`src/rtl/cudw_pkg.sv`:
```
`default_nettype none
// ----------------------------------------------------------------------------
// cudw_pkg
// Shared types, constants and the Cyrillic font table of the display writer.
// ----------------------------------------------------------------------------
package cudw_pkg;

   localparam int QUEUE_DEPTH = 2;

   localparam logic [7:0] LEAD_UPPER    = 8'hD0;
   localparam logic [7:0] LEAD_LOWER    = 8'hD1;
   localparam logic [7:0] UPPER_BASE    = 8'h90;
   localparam logic [7:0] UPPER_TOP     = 8'hBF;
   localparam logic [7:0] LOWER_OFFSET  = 8'h30;
   localparam logic [7:0] LOWER_BASE    = 8'h80;
   localparam logic [7:0] LOWER_TOP     = 8'h8F;
   localparam logic [7:0] UPPER_YO_CODE = 8'hA2;
   localparam logic [7:0] UPPER_YO_BYTE = 8'h81;
   localparam logic [7:0] LOWER_YO_CODE = 8'hB5;
   localparam logic [7:0] LOWER_YO_BYTE = 8'h91;

   localparam logic REG_NARROW_BUS  = 1'b0;
   localparam logic REG_REPLACEMENT = 1'b1;

   localparam logic [7:0] REPLACEMENT_RESET = 8'd63;

   typedef struct packed {
      logic [7:0] code;
      logic       rs;
      logic       bad;
   } write_type;

   function automatic logic [7:0] font_lookup(input logic [5:0] idx);
      logic [7:0] code;
      case (idx)
         6'd0:  code = 8'h41;  6'd1:  code = 8'hA0;  6'd2:  code = 8'h42;
         6'd3:  code = 8'hA1;  6'd4:  code = 8'hE0;  6'd5:  code = 8'h45;
         6'd6:  code = 8'hA3;  6'd7:  code = 8'hA4;  6'd8:  code = 8'hA5;
         6'd9:  code = 8'hA6;  6'd10: code = 8'h4B;  6'd11: code = 8'hA7;
         6'd12: code = 8'h4D;  6'd13: code = 8'h48;  6'd14: code = 8'h4F;
         6'd15: code = 8'hA8;  6'd16: code = 8'h50;  6'd17: code = 8'h43;
         6'd18: code = 8'h54;  6'd19: code = 8'hA9;  6'd20: code = 8'hAA;
         6'd21: code = 8'h58;  6'd22: code = 8'hE1;  6'd23: code = 8'hAB;
         6'd24: code = 8'hAC;  6'd25: code = 8'hE2;  6'd26: code = 8'hAD;
         6'd27: code = 8'hAE;  6'd28: code = 8'hC4;  6'd29: code = 8'hAF;
         6'd30: code = 8'hB0;  6'd31: code = 8'hB1;  6'd32: code = 8'h61;
         6'd33: code = 8'hB2;  6'd34: code = 8'hB3;  6'd35: code = 8'hB4;
         6'd36: code = 8'hE3;  6'd37: code = 8'h65;  6'd38: code = 8'hB6;
         6'd39: code = 8'hB7;  6'd40: code = 8'hB8;  6'd41: code = 8'hB9;
         6'd42: code = 8'hBA;  6'd43: code = 8'hBB;  6'd44: code = 8'hBC;
         6'd45: code = 8'hBD;  6'd46: code = 8'h6F;  6'd47: code = 8'hBE;
         6'd48: code = 8'h70;  6'd49: code = 8'h63;  6'd50: code = 8'hBF;
         6'd51: code = 8'h79;  6'd52: code = 8'hE4;  6'd53: code = 8'h78;
         6'd54: code = 8'hE5;  6'd55: code = 8'hC0;  6'd56: code = 8'hC1;
         6'd57: code = 8'hE6;  6'd58: code = 8'hC2;  6'd59: code = 8'hC3;
         6'd60: code = 8'hC4;  6'd61: code = 8'hC5;  6'd62: code = 8'hC6;
         6'd63: code = 8'hC7;
         default: code = 8'h00;
      endcase
      return code;
   endfunction

endpackage
`default_nettype wire

```
`src/rtl/cyrillic_utf8_char_display_writer.sv`:
```
`default_nettype none
// ----------------------------------------------------------------------------
// cyrillic_utf8_char_display_writer
// Turns UTF-8 Cyrillic text bytes and raw command bytes into character
// display bus strobes.
//
// req_ channel: one item per byte; tuser is the action (1 = command byte),
// tlast ends a string and drops a pending lead byte. A lead byte 0xD0/0xD1
// yields no strobe; the following text byte yields one mapped data write.
// rsp_ channel: one strobe per write on an 8-bit bus, two on a 4-bit bus
// (high nibble, then low nibble); tlast marks the final strobe of a write.
// The write of an accepted item is registered in the two-entry queue, which
// parts the front from the strobe sequencer, then in the output register.
// One item per cycle on an 8-bit bus unless the receiver stalls; a 4-bit bus
// holds the single output strobe register for both nibbles of a write. When
// the receiver stalls, the queue fills and req_tready falls. Reset clears the
// pending lead and the queue, and sets narrow_bus to 0 and replacement_code to
// 63. Write registers over csr_ only while idle; the block does not check it.
// ----------------------------------------------------------------------------
module cyrillic_utf8_char_display_writer #(
   parameter int QUEUE_DEPTH = cudw_pkg::QUEUE_DEPTH
) (
   input  wire logic        clock,
   input  wire logic        reset,
   input  wire logic        req_tvalid,
   output logic             req_tready,
   input  wire logic [7:0]  req_tdata,   // [7:0] data_byte
   input  wire logic        req_tuser,   // [0] action
   input  wire logic        req_tlast,   // string_end
   output logic             rsp_tvalid,
   input  wire logic        rsp_tready,
   output logic [7:0]       rsp_tdata,   // [7:0] bus_value
   output logic [1:0]       rsp_tuser,   // [0] register_select, [1] bad_sequence
   output logic             rsp_tlast,   // last_of_write
   input  wire logic        csr_psel,
   input  wire logic        csr_penable,
   input  wire logic        csr_pwrite,
   input  wire logic [2:0]  csr_paddr,
   input  wire logic [31:0] csr_pwdata,
   output logic [31:0]      csr_prdata,
   output logic             csr_pready
);

   logic                narrow_ff, narrow_in;
   logic [7:0]          repl_ff, repl_in;
   logic                csr_write;
   logic                push, pop, full, empty;
   cudw_pkg::write_type push_write;
   cudw_pkg::write_type head;
   logic                out_rs, out_bad;

   assign csr_pready = 1'b1;
   assign csr_write  = csr_psel && csr_penable && csr_pwrite && csr_pready;

   always_comb begin
      narrow_in = narrow_ff;
      repl_in   = repl_ff;
      if (csr_write) begin
         case (csr_paddr[2])
            cudw_pkg::REG_NARROW_BUS:  narrow_in = csr_pwdata[0];
            cudw_pkg::REG_REPLACEMENT: repl_in   = csr_pwdata[7:0];
            default: ;
         endcase
      end
   end

   always_comb begin
      case (csr_paddr[2])
         cudw_pkg::REG_NARROW_BUS:  csr_prdata = {31'd0, narrow_ff};
         cudw_pkg::REG_REPLACEMENT: csr_prdata = {24'd0, repl_ff};
         default:                   csr_prdata = 32'd0;
      endcase
   end

   always_ff @(posedge clock) begin
      if (reset) begin
         narrow_ff <= 1'b0;
         repl_ff   <= cudw_pkg::REPLACEMENT_RESET;
      end else begin
         narrow_ff <= narrow_in;
         repl_ff   <= repl_in;
      end
   end

   cudw_front u_front (
      .clock            (clock),
      .reset            (reset),
      .in_valid         (req_tvalid),
      .in_ready         (req_tready),
      .in_action        (req_tuser),
      .in_byte          (req_tdata),
      .in_end           (req_tlast),
      .replacement_code (repl_ff),
      .push             (push),
      .push_write       (push_write),
      .queue_full       (full)
   );

   cudw_queue #(
      .QUEUE_DEPTH (QUEUE_DEPTH)
   ) u_queue (
      .clock      (clock),
      .reset      (reset),
      .push       (push),
      .push_write (push_write),
      .full       (full),
      .pop        (pop),
      .head       (head),
      .empty      (empty)
   );

   cudw_back u_back (
      .clock      (clock),
      .reset      (reset),
      .narrow_bus (narrow_ff),
      .head       (head),
      .empty      (empty),
      .pop        (pop),
      .out_valid  (rsp_tvalid),
      .out_ready  (rsp_tready),
      .out_value  (rsp_tdata),
      .out_rs     (out_rs),
      .out_last   (rsp_tlast),
      .out_bad    (out_bad)
   );

   assign rsp_tuser = {out_bad, out_rs};

endmodule
`default_nettype wire

```
`src/rtl/cudw_front.sv`:
```
`default_nettype none
// ----------------------------------------------------------------------------
// cudw_front
// Accepts items, tracks a pending lead byte and turns each item into zero
// or one display write for the queue.
// ----------------------------------------------------------------------------
module cudw_front (
   input  wire logic                clock,
   input  wire logic                reset,
   input  wire logic                in_valid,
   output logic                     in_ready,
   input  wire logic                in_action,
   input  wire logic [7:0]          in_byte,
   input  wire logic                in_end,
   input  wire logic [7:0]          replacement_code,
   output logic                     push,
   output cudw_pkg::write_type      push_write,
   input  wire logic                queue_full
);

   localparam logic [1:0] PEND_NONE  = 2'd0;
   localparam logic [1:0] PEND_UPPER = 2'd1;
   localparam logic [1:0] PEND_LOWER = 2'd2;

   logic [1:0] pend_ff;
   logic [1:0] pend_in;
   logic       accept;
   logic [5:0] upper_idx;
   logic [5:0] lower_idx;

   assign in_ready = !queue_full;
   assign accept   = in_valid && in_ready;

   assign upper_idx = 6'(in_byte - cudw_pkg::UPPER_BASE);
   assign lower_idx = 6'(cudw_pkg::LOWER_OFFSET + (in_byte - cudw_pkg::LOWER_BASE));

   always_comb begin
      pend_in    = pend_ff;
      push       = 1'b0;
      push_write = '{code: in_byte, rs: 1'b1, bad: 1'b0};
      if (accept) begin
         if (in_action) begin
            push       = 1'b1;
            push_write = '{code: in_byte, rs: 1'b0, bad: 1'b0};
         end else if (pend_ff == PEND_UPPER) begin
            push       = 1'b1;
            pend_in    = PEND_NONE;
            push_write = '{code: replacement_code, rs: 1'b1, bad: 1'b1};
            if (in_byte == cudw_pkg::UPPER_YO_BYTE) begin
               push_write = '{code: cudw_pkg::UPPER_YO_CODE, rs: 1'b1, bad: 1'b0};
            end else if (in_byte >= cudw_pkg::UPPER_BASE && in_byte <= cudw_pkg::UPPER_TOP) begin
               push_write = '{code: cudw_pkg::font_lookup(upper_idx), rs: 1'b1, bad: 1'b0};
            end
         end else if (pend_ff == PEND_LOWER) begin
            push       = 1'b1;
            pend_in    = PEND_NONE;
            push_write = '{code: replacement_code, rs: 1'b1, bad: 1'b1};
            if (in_byte == cudw_pkg::LOWER_YO_BYTE) begin
               push_write = '{code: cudw_pkg::LOWER_YO_CODE, rs: 1'b1, bad: 1'b0};
            end else if (in_byte >= cudw_pkg::LOWER_BASE && in_byte <= cudw_pkg::LOWER_TOP) begin
               push_write = '{code: cudw_pkg::font_lookup(lower_idx), rs: 1'b1, bad: 1'b0};
            end
         end else if (in_byte == cudw_pkg::LEAD_UPPER) begin
            pend_in = PEND_UPPER;
         end else if (in_byte == cudw_pkg::LEAD_LOWER) begin
            pend_in = PEND_LOWER;
         end else begin
            push    = 1'b1;
            pend_in = PEND_NONE;
         end
         if (in_end) begin
            pend_in = PEND_NONE;
         end
      end
   end

   always_ff @(posedge clock) begin
      if (reset) begin
         pend_ff <= PEND_NONE;
      end else begin
         pend_ff <= pend_in;
      end
   end

endmodule
`default_nettype wire

```
`src/rtl/cudw_queue.sv`:
```
`default_nettype none
// ----------------------------------------------------------------------------
// cudw_queue
// Small first-in first-out buffer of display writes between front and back.
// ----------------------------------------------------------------------------
module cudw_queue #(
   parameter int QUEUE_DEPTH = cudw_pkg::QUEUE_DEPTH
) (
   input  wire logic                clock,
   input  wire logic                reset,
   input  wire logic                push,
   input  wire cudw_pkg::write_type push_write,
   output logic                     full,
   input  wire logic                pop,
   output cudw_pkg::write_type      head,
   output logic                     empty
);

   localparam int PTR_W = (QUEUE_DEPTH > 1) ? $clog2(QUEUE_DEPTH) : 1;
   localparam int CNT_W = $clog2(QUEUE_DEPTH + 1);
   localparam logic [PTR_W-1:0] LAST_PTR = PTR_W'(QUEUE_DEPTH - 1);
   localparam logic [CNT_W-1:0] FULL_CNT = CNT_W'(QUEUE_DEPTH);

   cudw_pkg::write_type mem_ff [QUEUE_DEPTH];
   logic [PTR_W-1:0] wr_ptr_ff, wr_ptr_in;
   logic [PTR_W-1:0] rd_ptr_ff, rd_ptr_in;
   logic [CNT_W-1:0] count_ff, count_in;
   logic             do_push, do_pop;

   assign full    = (count_ff == FULL_CNT);
   assign empty   = (count_ff == '0);
   assign head    = mem_ff[rd_ptr_ff];
   assign do_push = push && !full;
   assign do_pop  = pop && !empty;

   always_comb begin
      wr_ptr_in = wr_ptr_ff;
      rd_ptr_in = rd_ptr_ff;
      count_in  = count_ff;
      if (do_push) begin
         wr_ptr_in = (wr_ptr_ff == LAST_PTR) ? '0 : wr_ptr_ff + 1'b1;
      end
      if (do_pop) begin
         rd_ptr_in = (rd_ptr_ff == LAST_PTR) ? '0 : rd_ptr_ff + 1'b1;
      end
      if (do_push && !do_pop) begin
         count_in = count_ff + 1'b1;
      end else if (do_pop && !do_push) begin
         count_in = count_ff - 1'b1;
      end
   end

   always_ff @(posedge clock) begin
      if (reset) begin
         wr_ptr_ff <= '0;
         rd_ptr_ff <= '0;
         count_ff  <= '0;
      end else begin
         wr_ptr_ff <= wr_ptr_in;
         rd_ptr_ff <= rd_ptr_in;
         count_ff  <= count_in;
      end
   end

   always_ff @(posedge clock) begin
      if (do_push) begin
         mem_ff[wr_ptr_ff] <= push_write;
      end
   end

endmodule
`default_nettype wire

```
`src/rtl/cudw_back.sv`:
```
`default_nettype none
// ----------------------------------------------------------------------------
// cudw_back
// Takes display writes from the queue and sends them as bus strobes: one
// full byte, or high nibble then low nibble on a narrow bus.
// ----------------------------------------------------------------------------
module cudw_back (
   input  wire logic                clock,
   input  wire logic                reset,
   input  wire logic                narrow_bus,
   input  wire cudw_pkg::write_type head,
   input  wire logic                empty,
   output logic                     pop,
   output logic                     out_valid,
   input  wire logic                out_ready,
   output logic [7:0]               out_value,
   output logic                     out_rs,
   output logic                     out_last,
   output logic                     out_bad
);

   logic       valid_ff, valid_in;
   logic       phase_ff, phase_in;
   logic [7:0] value_ff, value_in;
   logic       rs_ff, rs_in;
   logic       last_ff, last_in;
   logic       bad_ff, bad_in;
   logic       load;

   assign load = !empty && (!valid_ff || out_ready);

   always_comb begin
      valid_in = valid_ff && !out_ready;
      phase_in = phase_ff;
      value_in = value_ff;
      rs_in    = rs_ff;
      last_in  = last_ff;
      bad_in   = bad_ff;
      pop      = 1'b0;
      if (load) begin
         valid_in = 1'b1;
         rs_in    = head.rs;
         bad_in   = head.bad;
         if (narrow_bus && !phase_ff) begin
            value_in = {4'h0, head.code[7:4]};
            last_in  = 1'b0;
            phase_in = 1'b1;
         end else begin
            value_in = narrow_bus ? {4'h0, head.code[3:0]} : head.code;
            last_in  = 1'b1;
            phase_in = 1'b0;
            pop      = 1'b1;
         end
      end
   end

   always_ff @(posedge clock) begin
      if (reset) begin
         valid_ff <= 1'b0;
         phase_ff <= 1'b0;
      end else begin
         valid_ff <= valid_in;
         phase_ff <= phase_in;
      end
   end

   always_ff @(posedge clock) begin
      value_ff <= value_in;
      rs_ff    <= rs_in;
      last_ff  <= last_in;
      bad_ff   <= bad_in;
   end

   assign out_valid = valid_ff;
   assign out_value = value_ff;
   assign out_rs    = rs_ff;
   assign out_last  = last_ff;
   assign out_bad   = bad_ff;

endmodule
`default_nettype wire

```
`config.mk`:
```
export PLATFORM = sky130hd
export DESIGN_NAME = cyrillic_utf8_char_display_writer
export DESIGN_NICKNAME = d
export VERILOG_FILES = /design/src/rtl/cudw_pkg.sv /design/src/rtl/cyrillic_utf8_char_display_writer.sv /design/src/rtl/cudw_front.sv /design/src/rtl/cudw_queue.sv /design/src/rtl/cudw_back.sv
export SDC_FILE = /design/constraint.sdc
export NUM_CORES = 1
export LEC_CHECK = 0
export BUFFER_PORTS_ARGS = -buffer_cell sky130_fd_sc_hd__buf_4
export CAP_MARGIN = 20
export CORE_MARGIN = 1.5
export CORE_UTILIZATION = 59
export CTS_BUF_LIST = sky130_fd_sc_hd__clkbuf_8
export DETAILED_ROUTE_END_ITERATION = 8
export PLACE_DENSITY = 0.89
export RECOVER_POWER = 25
export SYNTH_ARGS = -nofsm -noshare
export SYNTH_HDL_FRONTEND = slang
export SYNTH_SLANG_ARGS = --single-unit
```
`constraint.sdc`:
```
create_clock -name clock -period 4 [get_ports clock]
set_input_delay 0.8 -clock clock [delete_from_list [all_inputs] [get_ports clock]]
set_output_delay 0.8 -clock clock [all_outputs]
set_load 0.03 [all_outputs]
```
**Word level (Yosys, flattened, before mapping)**

Memory sizes are Yosys's and may differ from the RTL's. A register that Yosys moved wholly into a read port is not among the register bits.
Index checks and enable logic that the tools add are counted.

- Bitwise operators: 1
- $mul: 0
- Multiplexer cells: 34
- Eq/ne operators: 8
- $add $sub $neg: 7
- Shifts and indexed selects: 0
- Reductions and logical operators: 26
- Div/mod/pow operators: 0
- Magnitude comparators: 4

Operator list:

| cell | count |
|---|---|
| $mux W10 | 8 |
| $pmux W32 S2 | 1 |
| $eq A8 B8 Y1 const B | 4 |
| $ge A8 B8 Y1 const B | 2 |
| $le A8 B8 Y1 const B | 2 |
| $mux W1 | 16 |
| $mux W2 | 8 |
| $logic_and A1 B1 Y1 | 12 |
| $logic_not A1 Y1 | 7 |
| $add A6 B6 Y6 const A | 1 |
| $reduce_and A2 Y1 | 3 |
| $sub A6 B1 Y6 const B | 1 |
| $sub A6 B5 Y6 const B | 1 |
| $eq A2 B2 Y1 const B | 2 |
| $mux W4 | 1 |
| $add A1 B1 Y1 const B | 2 |
| $add A2 B1 Y2 const B | 1 |
| $eq A2 B1 Y1 const B | 1 |
| $logic_not A2 Y1 | 1 |
| $ne A2 B1 Y1 const B | 1 |
| $reduce_bool A2 Y1 | 1 |
| $reduce_or A2 Y1 | 1 |
| $sub A2 B1 Y2 const B | 1 |
| $logic_or A1 B1 Y1 | 1 |
| $not A1 Y1 | 1 |

- Memories: 3
- Output and inout bits: 46
- Latch bits: 0
- Bits of input ports: 52
- Bits in writable memories: 20
- Word-level logic and storage cells: 96
- Flip-flop bits (word level): 28
- Memory bits (read-only): 1024

Memories:

| name | depth | bits a word | read ports | clocked after memory_dff | write ports | line | source |
|---|---|---|---|---|---|---|---|
| (no name shown) | 64 | 8 | 1 | 0 | 0 | cudw_pkg.sv:35 | `case (idx)` |
| (no name shown) | 64 | 8 | 1 | 0 | 0 | cudw_pkg.sv:35 |  |
| u_queue.mem_ff | 2 | 10 | 1 | 1 | 1 | cudw_queue.sv:24 | `cudw_pkg::write_type mem_ff [QUEUE_DEPTH];` |

**Depth between registers and ports, before layout**

Gate-level depths: netlist of run 1.

- Depth in word-level cells: 12
- Depth in mapped cells: 10

**Cells and area by module**

A second synthesis of run 1 with hierarchy kept.

- Cell total of the unflattened synthesis: 399
- Area, all modules: 3656.0 um^2

Modules (own cells, without submodules):

| module | times used | cells an instance | area an instance (um^2) | seq. area each (um^2) |
|---|---|---|---|---|
| cudw_front | 1 | 234 | 1540.2 | 40.0 |
| cudw_queue | 1 | 56 | 935.9 | 700.7 |
| cyrillic_utf8_char_display_writer | 1 | 78 | 665.6 | 180.2 |
| cudw_back | 1 | 31 | 514.2 | 370.4 |

**Worst setup path after synthesis of run 1**

Ideal clock, no wire load.

- Kind: input-to-reg
- Start: input port req_tdata[4]
- End: memory u_queue.mem_ff[0][4] (netlist name) (data pin)
- Cell stages on the path: 10
- Arrival: 2.654 ns
- Data required time: 3.736 ns
- Buffers on the path: 2
- Setup time: 0.264 ns
- Path slack: 1.081 ns
- Cell sequence: clkbuf_1 -> inv_1 -> ha_1 -> clkbuf_1 -> or2_2 -> o32ai_1 -> a221oi_2 -> a22oi_1 -> a21o_1 -> o21ai_2

RTL lines:

| item | line | source |
|---|---|---|
| from (decl) | cyrillic_utf8_char_display_writer.sv:27 | `input wire logic [7:0] req_tdata,` |
| to (decl) | cudw_queue.sv:24 |  |

==> results of run 1 <==
[metrics by stage]
stage               cells  area (um2)  util, %
floorplan             402        3631        -
global placement      474        3714    63.47
detailed placement    474        3714    63.47
CTS                   482        3832    65.50
global route          482        3829    65.44
finish                482        3829    65.44
[flip-flops by register name, summed over array words and instances, names as in the netlist, named ones only]
register           flops
u_front.pend_ff        2
u_back.phase_ff        1
u_back.out_value       8
repl_ff                8
u_queue.count_ff       2
u_queue.rd_ptr_ff      1
u_back.out_valid       1
u_back.out_bad         1
u_queue.wr_ptr_ff      1
u_back.out_rs          1
u_back.out_last        1
u_queue.mem_ff        20
narrow_ff              1
[layout make-up]
class | instances | area (um2) | area share [%]
multi-input combinational | 288 | 1919 | 50.13
inverter | 15 | 56.30 | 1.471
clock buffer | 6 | 82.58 | 2.157
clock inverter | 2 | 36.28 | 0.9477
timing repair buffer | 47 | 349.1 | 9.118
tap | 75 | 93.84 | 2.451
sequential | 49 | 1291 | 33.73
[placed cells by master, fill, tap and decap left out, drive strengths merged, types with 6 or more instances in the layout]
cell	n
nand2b	11
o22ai	6
o21ai	20
nor2	31
mux4	6
ha	11
nand2	32
inv	16
dfxtp	18
nand3	13
conb	25
and3	6
a21oi	20
clkbuf	9
nor2b	11
buf	44
edfxtp	31
mux2i	8
[layer usage]
layer  global-route usage (%)  routed length (um)  vias up  share of wire (%)
li1                         -                   -     1371                  -
met1                    31.07                3029     1339                 40
met3                    3.636                 572       19                7.6
met4                    10.34                 195        0                2.6
met2                    40.42                3708      151                 49
met5                        0                   0        -                  0
[power groups by stage]
stage	Clock, W	Sequential [W]	Combinational (W)
after detailed placement	0	0.000746	0.000619
after CTS	0.000370	0.000735	0.000621
final	0.000364	0.000732	0.000620
after floorplan	0	0.000790	0.000433
after global routing	0.000391	0.000744	0.000668
after global placement	0	0.000738	0.000598
[worst max-delay path: cells and delay by family]
family / cells / cell delay, ps
adder cells (fa/ha/maj): 1 / 560
buffers and inverters: 2 / 340
AND/OR/NAND/NOR: 1 / 420
AO/OA/AOI/OAI: 5 / 870
[cell families (layout without fill, tap and decap cells)]
family	Yosys count	after routing	synth area share (%)
flip-flops	49	49	36.43
XOR/XNOR	6	6	1.695
other	2	25	0.2119
multiplexers	17	17	7.024
buffers and inverters	65	70	11.86
AO/OA/AOI/OAI	94	94	18.81
adder cells (fa/ha/maj)	11	11	3.883
AND/OR/NAND/NOR	135	135	20.09
[path summary, 6_finish.rpt]
path	from	to	slack, ps
worst max-delay path	req_tdata[4]	u_queue.mem_ff[0][4]$_DFFE_PP_	1040
worst min-delay path	repl_ff[7]$_SDFFE_PP0P_	repl_ff[7]$_SDFFE_PP0P_	460
worst max register to register	u_front.pend_ff[1]$_SDFFE_PP0P_	u_queue.count_ff[1]$_SDFFE_PP0P_	1710
worst min register to register	repl_ff[7]$_SDFFE_PP0P_	repl_ff[7]$_SDFFE_PP0P_	460
==> flow_summary.yaml, run 1 <==
run_status:
  outcome: "finished clean"
floorplan:
  die_h_um: 80.51
  rows: 28
  start_util_pct: 60.59
  core_um2: 5851
  ioPinCount: 98
  die_area_um2: 6482
  die_w_um: 80.51
synthesis:
  post-synth-top-count-cell: "nand2_1"
  ys_seq_area_share_pct: 36.43
  synth_edf_count: 31
  synth_common_cells: "32 x nand2_1, 31 x buf_4, 31 x edfxtp_1, 31 x nor2_1, 19 x a21oi_1"
  ys_warn_count: 0
  synth_seq_cells: 49
  synth-async-reset-ratio_pct: 0
  synth_top_area_cell: "edfxtp_1"
  yosysUniqueCellTypes: 67
  yosys-top-cells-area: "edfxtp_1 26%, dfxtp_1 10%, buf_4 6.6%"
  synth_top_flop_cell: "edfxtp_1"
  avgSynthCellArea_um2: 9.353
  syn_area_um2: 3545
  synth_cells: 379
  synth_top_area_share_pct: 26.26
hold_path:
  whs_path_depth: 2
  hp-class: "flop to flop"
detailed_routing:
  drc_errors: 0
  drt_iter0_markers: 262
  wl_per_cell_um: 15.57
  drtPass1Iterations: 5
  avgViaCountPerCell: 5.975
  antenna_left: 0
  routed_wl_um: 7506
  via_count: 2880
timing:
  clock.fmax_ghz: 0.3380
  slew_headroom_pct: 55.28
  finalSetupTns_ps: 0
  hold_viol_final: 0
  period_minus_slack_ps: 2959
  rsz0062_at_grt: "false"
  finalCritPeriodShare_pct: 73.96
  fin_ws_ps: 1041
  worstMarginPinSlew_ps: 663.8
  slew_violations: 0
  finalSetupViolCount: 0
  whs_ps: 462.9
  skew_ps: 5.770
placed_design:
  finalWeightedCongestion: 1.029
  post-place-ws_ps: 779.0
  port_buffers: 46
  place_hpwl_um: 5561
pwr:
  fin_total_pwr_w: 0.001716
  p_comb_share_pct: 36.1
  p_leak_nw: 1.550
  swShare_pct: 34.82
  ir_drop_mv: 0.3103
  p_switching_w: 0.0005973
  powerDensity_nw_per_um2: 448.1
  pwr-share-seq_pct: 42.7
  p_clk_share_pct: 21.2
  intPower_w: 0.001118
cts:
  clock_path_buffers: 2
  cts_sinks: 49
  cts_tree: "done"
  cts_resized: 0
  htree_levels: 2
  cts_buffers: 5
  cts_setup_buffers: 0
  cts-root-buf: "clkbuf_8"
  cts_hold_buffers: 0
  clk_pin_slew_ps: 90
  worstSkewPairLatency_ps: 300
worst_setup_path:
  setup.worst_path.class: "input pin to flop"
  reg2regPathDepth: 7
  crit_required_ps: 4040
  setup.worst_path.start_class: "input pin"
  path_max_fanout: 19
  cp_cell_sequence: "buf_4, inv_1, ha_1, or2_2, o32ai_1, a221oi_2, a22oi_1, a21o_1, o21ai_2"
  end_kind: "flop"
  critical_path_arrival_ps: 2990
  crit_path_top_delay_cell: "ha_1"
  slowest_delay_ps: 560
final_layout:
  drive_above_1_share_pct: 19.66
  n_antenna_cell: 0
  syn_to_final_growth_pct: 8.013
  fill_cells: 493
  nNetsFinal: 469
flow_run:
  drv_cap: 0
global_routing:
  overflow: 0
  grt_pass1_wl_um: 11990
  grt_antenna_before_repair: 0
  grt_max_degree: 47
  grt_util_all_layers_pct: 24.21
  grt_pass1_vias: 2512
Note: power is estimated with default switching activity, not from simulation.
==> run 2, diff against run 1 <==
--- a/config.mk
+++ b/config.mk
@@ -8,10 +8,10 @@
 export BUFFER_PORTS_ARGS = -buffer_cell sky130_fd_sc_hd__buf_4
 export CAP_MARGIN = 20
 export CORE_MARGIN = 1.5
-export CORE_UTILIZATION = 59
+export CORE_UTILIZATION = 55
 export CTS_BUF_LIST = sky130_fd_sc_hd__clkbuf_8
 export DETAILED_ROUTE_END_ITERATION = 8
-export PLACE_DENSITY = 0.89
+export PLACE_DENSITY = 0.83
 export RECOVER_POWER = 25
 export SYNTH_ARGS = -nofsm -noshare
 export SYNTH_HDL_FRONTEND = slang
==> constraint.sdc (replaced) <==
create_clock -name clock -period 2.9 [get_ports clock]
set_input_delay 0.58 -clock clock [delete_from_list [all_inputs] [get_ports clock]]
set_output_delay 0.58 -clock clock [all_outputs]
set_load 0.03 [all_outputs]
==> run 2 against run 1 <==
Net effect:
- cell area up 1.8%
- highest routed layer unchanged
- non-clock buffer count up 13
- clock power up 5.5%
- core utilization down 3.4 points
- flip-flop and latch count did not move
- wire length grew 0.41%
- cell count is 3.1% higher
- hold slack improved by 16 ps
- setup slack worse by 580 ps
- sequential power rose by 38%
- global-route usage is 2.7 points lower
==> flow_summary.yaml, run 2 (synthesis gave the netlist of run 1 again) <==
cts:
  cts_hold_buffers: 0
  clk_pin_slew_ps: 90
  cts-root-buf: "clkbuf_8"
  htree_levels: 2
  worstSkewPairLatency_ps: 300
  cts_sinks: 49
  cts_resized: 0
  clock_path_buffers: 2
  cts_setup_buffers: 0
  cts_buffers: 5
  cts_tree: "done"
floorplan:
  die_w_um: 83.28
  die_h_um: 83.28
  start_util_pct: 56.47
  ioPinCount: 98
  die_area_um2: 6936
  rows: 29
  core_um2: 6277
final_layout:
  final-seq-area_um2: 1291
  fin_util_pct: 62.07
  syn_to_final_growth_pct: 9.919
  drive_above_1_share_pct: 21.90
  multiInputGateArea_um2: 1919
  n_antenna_cell: 0
  layout_common_cells: "57 x buf_4, 32 x nand2_1, 31 x nor2_1, 31 x edfxtp_1, 25 x conb_1"
  nNetsFinal: 482
  layout_commonest_cell: "buf_4"
  final_cells: 497
  top_register: "u_queue.mem_ff"
  fill_cells: 535
  largest_reg_flops: 20
worst_setup_path:
  crit_required_ps: 2820
  setup.worst_path.class: "flop to flop"
  setup.worst_path.start_class: "flop"
  critical_path_arrival_ps: 2360
  path_max_fanout: 12
  end_kind: "flop"
timing:
  worstMarginPinSlew_ps: 848.5
  skew_ps: 11.09
  period_minus_slack_ps: 2434
  hold_viol_final: 0
  finalSetupTns_ps: 0
  finalCritPeriodShare_pct: 83.94
  clock.fmax_ghz: 0.4108
  finalSetupViolCount: 0
  rsz0062_at_grt: "false"
  slew_headroom_pct: 43.32
  slew_violations: 0
global_routing:
  grt_pass1_wl_um: 12280
  grt_pass1_vias: 2596
  overflow: 0
  grt_antenna_before_repair: 0
  grt_util_all_layers_pct: 21.56
  grt_max_degree: 35
pwr:
  ir_drop_mv: 0.4825
  p_leak_nw: 1.598
  powerDensity_nw_per_um2: 580.5
placed_design:
  finalWeightedCongestion: 0.9337
  place_hpwl_um: 5732
  placed_cells: 489
  port_buffers: 46
run_status:
  outcome: "finished clean"
detailed_routing:
  drc_errors: 0
  via_count: 2906
  drtPass1Iterations: 5
  avgViaCountPerCell: 5.847
  wl_per_cell_um: 15.16
  routed_wl_um: 7537
  drt_iter0_markers: 197
  antenna_left: 0
hold_path:
  hp-class: "flop to flop"
flow_run:
  drv_cap: 0
[run 2: changes by cell type in the layout (fill, tap and decap cells not counted), sizes merged]
cell      before  now
buf           44   57
clkbuf         9    8
clkinvlp       0    1
bufinv         1    0
inv           16   17
[run 2: critical path, stage by stage, from the launching register on]
cell,delay (ps)
dfxtp_1,530
nor2b_1,370
nor2_1,80
nand4_1,130
o31a_1,240
nor2b_1,710
[run 2: metal layers]
metal | vias up | routed length [um] | track usage [%]
met3 | 17 | 572 | 3.777
met1 | 1356 | 3205 | 28.52
li1 | 1400 | - | -
met4 | 0 | 160 | 7.879
met2 | 133 | 3599 | 35.55
met5 | - | 0 | 0
[run 2: power by group]
group | internal (W) | total (W) | switching (W)
Combinational | 0.000341 | 0.000866 | 0.000525
Sequential | 0.000929 | 0.00101 | 0.0000821
Clock | 0.000167 | 0.000384 | 0.000217
Total | 0.00144 | 0.00226 | 0.000824
[run 2: final timing paths]
check	startpoint	to	slack (ps)	cells after the start
max	u_front.pend_ff[1]$_SDFFE_PP0P_	u_queue.mem_ff[0][8]$_DFFE_PP_	470	5
min	repl_ff[5]$_SDFFE_PP1P_	repl_ff[5]$_SDFFE_PP1P_	480	2
max reg2reg	u_front.pend_ff[1]$_SDFFE_PP0P_	u_queue.mem_ff[0][8]$_DFFE_PP_	470	5
min reg2reg	repl_ff[5]$_SDFFE_PP1P_	repl_ff[5]$_SDFFE_PP1P_	480	2
[run 2: cell type report]
cell class              count  area share, %
clock buffers               5          1.766
clock inverters             3         0.4496
inverters                  15          1.445
multi-input cells         288          49.26
flip-flops and latches     49          33.14
well taps                  77          2.473
repair buffers             60          11.46
[run 2: metrics by stage]
stage,total power [W],instance area [um2],worst slack (ps),hold slack [ps]
5_1_grt,0.002381,3896,214.5,484.5
2_1_floorplan,0.001688,3631,201.3,436.3
3_5_place_dp,0.001901,3814,190.5,462.1
6_report,0.002262,3896,465.8,478.7
3_3_place_gp,0.001866,3814,240.5,444.7
4_1_cts,0.002278,3900,459.8,482.1
==> run 3, diff against run 2 <==
--- a/config.mk
+++ b/config.mk
@@ -8,10 +8,10 @@
 export BUFFER_PORTS_ARGS = -buffer_cell sky130_fd_sc_hd__buf_4
 export CAP_MARGIN = 20
 export CORE_MARGIN = 1.5
-export CORE_UTILIZATION = 55
+export CORE_UTILIZATION = 49
 export CTS_BUF_LIST = sky130_fd_sc_hd__clkbuf_8
 export DETAILED_ROUTE_END_ITERATION = 8
-export PLACE_DENSITY = 0.83
+export PLACE_DENSITY = 0.79
 export RECOVER_POWER = 25
 export SYNTH_ARGS = -nofsm -noshare
 export SYNTH_HDL_FRONTEND = slang
==> constraint.sdc (replaced) <==
create_clock -name clock -period 2.2 [get_ports clock]
set_input_delay 0.44 -clock clock [delete_from_list [all_inputs] [get_ports clock]]
set_output_delay 0.44 -clock clock [all_outputs]
set_load 0.03 [all_outputs]
==> run 3 against run 2 <==
Net effect:
- via count grew 7.8%
- global-route usage grew 0.92 points
- hold slack lost 140 ps
- clock-buffer cell count is the same
==> flow_summary.yaml, run 3 (synthesis gave the netlist of run 1 again) <==
detailed_routing:
  maxUsedRoutingLayer: "met4"
  via_count: 3133
  wl_met1_um: 3603
  avgViaCountPerCell: 5.595
  routed_wl_um: 8474
  routed-wl-met3_um: 478
  drt_iter0_markers: 208
  wl_met2_um: 4209
  drtPass1Iterations: 5
  wl_per_cell_um: 15.13
  antenna_left: 0
  drc_errors: 0
worst_setup_path:
  setup.worst_path.start_class: "input pin"
  path_buf_inv: 2
  r2r_slack_ps: 160
  setup.worst_path.class: "input pin to flop"
  critical_path_arrival_ps: 2370
  reg2regPathDepth: 8
  crit_required_ps: 2440
  startpoint: "req_tdata[5]"
  slowest_delay_ps: 420
  crit_path_top_delay_cell: "o31a_1"
  path_delay_family: "simple AND/OR/NAND/NOR gates"
  r2r-start: "u_front.pend_ff[0]$_SDFFE_PP0P_"
  r2r-end: "u_queue.count_ff[1]$_SDFFE_PP0P_"
  path_max_fanout: 4
  path_depth: 10
  endpoint: "u_queue.count_ff[1]$_SDFFE_PP0P_"
  cp_cell_sequence: "buf_4, inv_1, ha_1, nor3b_4, nand4_1, o31a_1, ha_4, xor2_1, or3_1, a21oi_2"
  end_kind: "flop"
timing:
  finalCritPeriodShare_pct: 97.03
  whs_ps: 338.6
  skew_ps: 8.264
  period_minus_slack_ps: 2135
  clock.fmax_ghz: 0.4685
  slew_headroom_pct: 58.58
  finalSetupViolCount: 0
  worstMarginPinSlew_ps: 614.8
  hold_viol_final: 0
  slew_violations: 0
  fin_ws_ps: 65.40
floorplan:
  die_area_um2: 7753
  start_util_pct: 51.32
  ioPinCount: 98
  rows: 30
  die_h_um: 88.05
  core_um2: 6907
  die_w_um: 88.05
cts:
  htree_levels: 2
  cts-root-buf: "clkbuf_8"
  clock_path_buffers: 2
  cts_sinks: 49
  worstSkewPairLatency_ps: 290
  clk_pin_slew_ps: 90
  cts_tree: "done"
  cts_buffers: 5
final_layout:
  n_antenna_cell: 0
  multiInputGateArea_um2: 1991
  drive_above_1_share_pct: 31.03
  fin_area_um2: 4348
  final-seq-area_um2: 1291
  largest_reg_flops: 20
  fill_cells: 610
  syn_to_final_growth_pct: 22.66
  nNetsFinal: 526
  layout_commonest_cell: "buf_4"
  top_register: "u_queue.mem_ff"
  layout_common_cells: "97 x buf_4, 32 x nand2_1, 31 x nor2_1, 31 x edfxtp_1, 25 x conb_1"
  fin_util_pct: 62.95
hold_path:
  hp-class: "input pin to flop"
  whs_path_depth: 2
global_routing:
  grt_pass1_vias: 2889
  grt_antenna_before_repair: 0
  grt_pass1_wl_um: 13610
  grt_util_all_layers_pct: 22.48
  grt_max_degree: 41
  overflow: 0
placed_design:
  placed_cell_area_um2: 4230
  post-place-ws_ps: -259.8
  finalWeightedCongestion: 0.9722
  port_buffers: 46
  place_hpwl_um: 6607
run_status:
  outcome: "finished clean"
flow_run:
  drv_cap: 0
pwr:
  p_leak_nw: 1.824
  ir_drop_mv: 0.3019
  powerDensity_nw_per_um2: 726.0
run 3: cell count changes in the layout (fill, tap and decap cells not counted), moves of 3 or more:
cell	delta
ha_4	+3
clkbuf_1	+3
inv_2	+3
inv_1	-3
buf_4	+40
ha_1	-3
buf_12	+3
run 3: worst reg2reg max path, cell delays in order (launching register included):
cell and delay [ps]:
dfxtp_1 340, nor2b_1 140, nor2_1 90, nand4_1 180, o31a_1 420, ha_4 190, xor2_1 150, or3_1 330
a21oi_2 130
run 3: report_power, final:
group	internal [W]	switching (W)	total, W
Clock	0.000220	0.000281	0.000501
Sequential	0.00122	0.000106	0.00133
Combinational	0.000560	0.000764	0.00132
run 3: timing repair:
item / 4_1_cts / 5_1_grt
hold buffers: 0 / 0
setup buffers: 0 / 2
gates resized for setup: 0 / 5
endpoints found under the setup margin: 0 / 14
run 3: cell type report:
cell class / count / area share, %
timing repair buffer: 104 / 18.47
clock buffer: 5 / 1.583
tap: 96 / 2.763
sequential: 49 / 29.70
inverter: 15 / 1.295
clock inverter: 3 / 0.4029
multi-input combinational: 288 / 45.78
run 3: metal layers:
layer / GRT usage, % / vias to the layer above
met3: 3.582 / 17
met5: 0 / -
met4: 7.528 / 0
met2: 38.10 / 115
li1: - / 1495
met1: 29.29 / 1506
run 3: worst min-delay path by stage:
stage,start,endpoint,slack (ps)
after global routing,csr_pwdata[4],repl_ff[4]$_SDFFE_PP1P_,340
after floorplan,repl_ff[7]$_SDFFE_PP0P_,repl_ff[7]$_SDFFE_PP0P_,440
after global placement,repl_ff[7]$_SDFFE_PP0P_,repl_ff[7]$_SDFFE_PP0P_,450
after CTS,csr_pwdata[2],repl_ff[2]$_SDFFE_PP1P_,340
final,csr_pwdata[2],repl_ff[2]$_SDFFE_PP1P_,340
after detailed placement,repl_ff[7]$_SDFFE_PP0P_,repl_ff[7]$_SDFFE_PP0P_,460
run 3: metrics by stage:
| stage | TNS (ps) | total power (W) | instances |
|---|---|---|---|
| after floorplan | 0 | 0.002241 | 402 |
| after global placement | -3213 | 0.002577 | 550 |
| after detailed placement | -4739 | 0.002643 | 550 |
| after CTS | 0 | 0.003137 | 558 |
| after global routing | -33.00 | 0.003327 | 560 |
| final | 0 | 0.003156 | 560 |
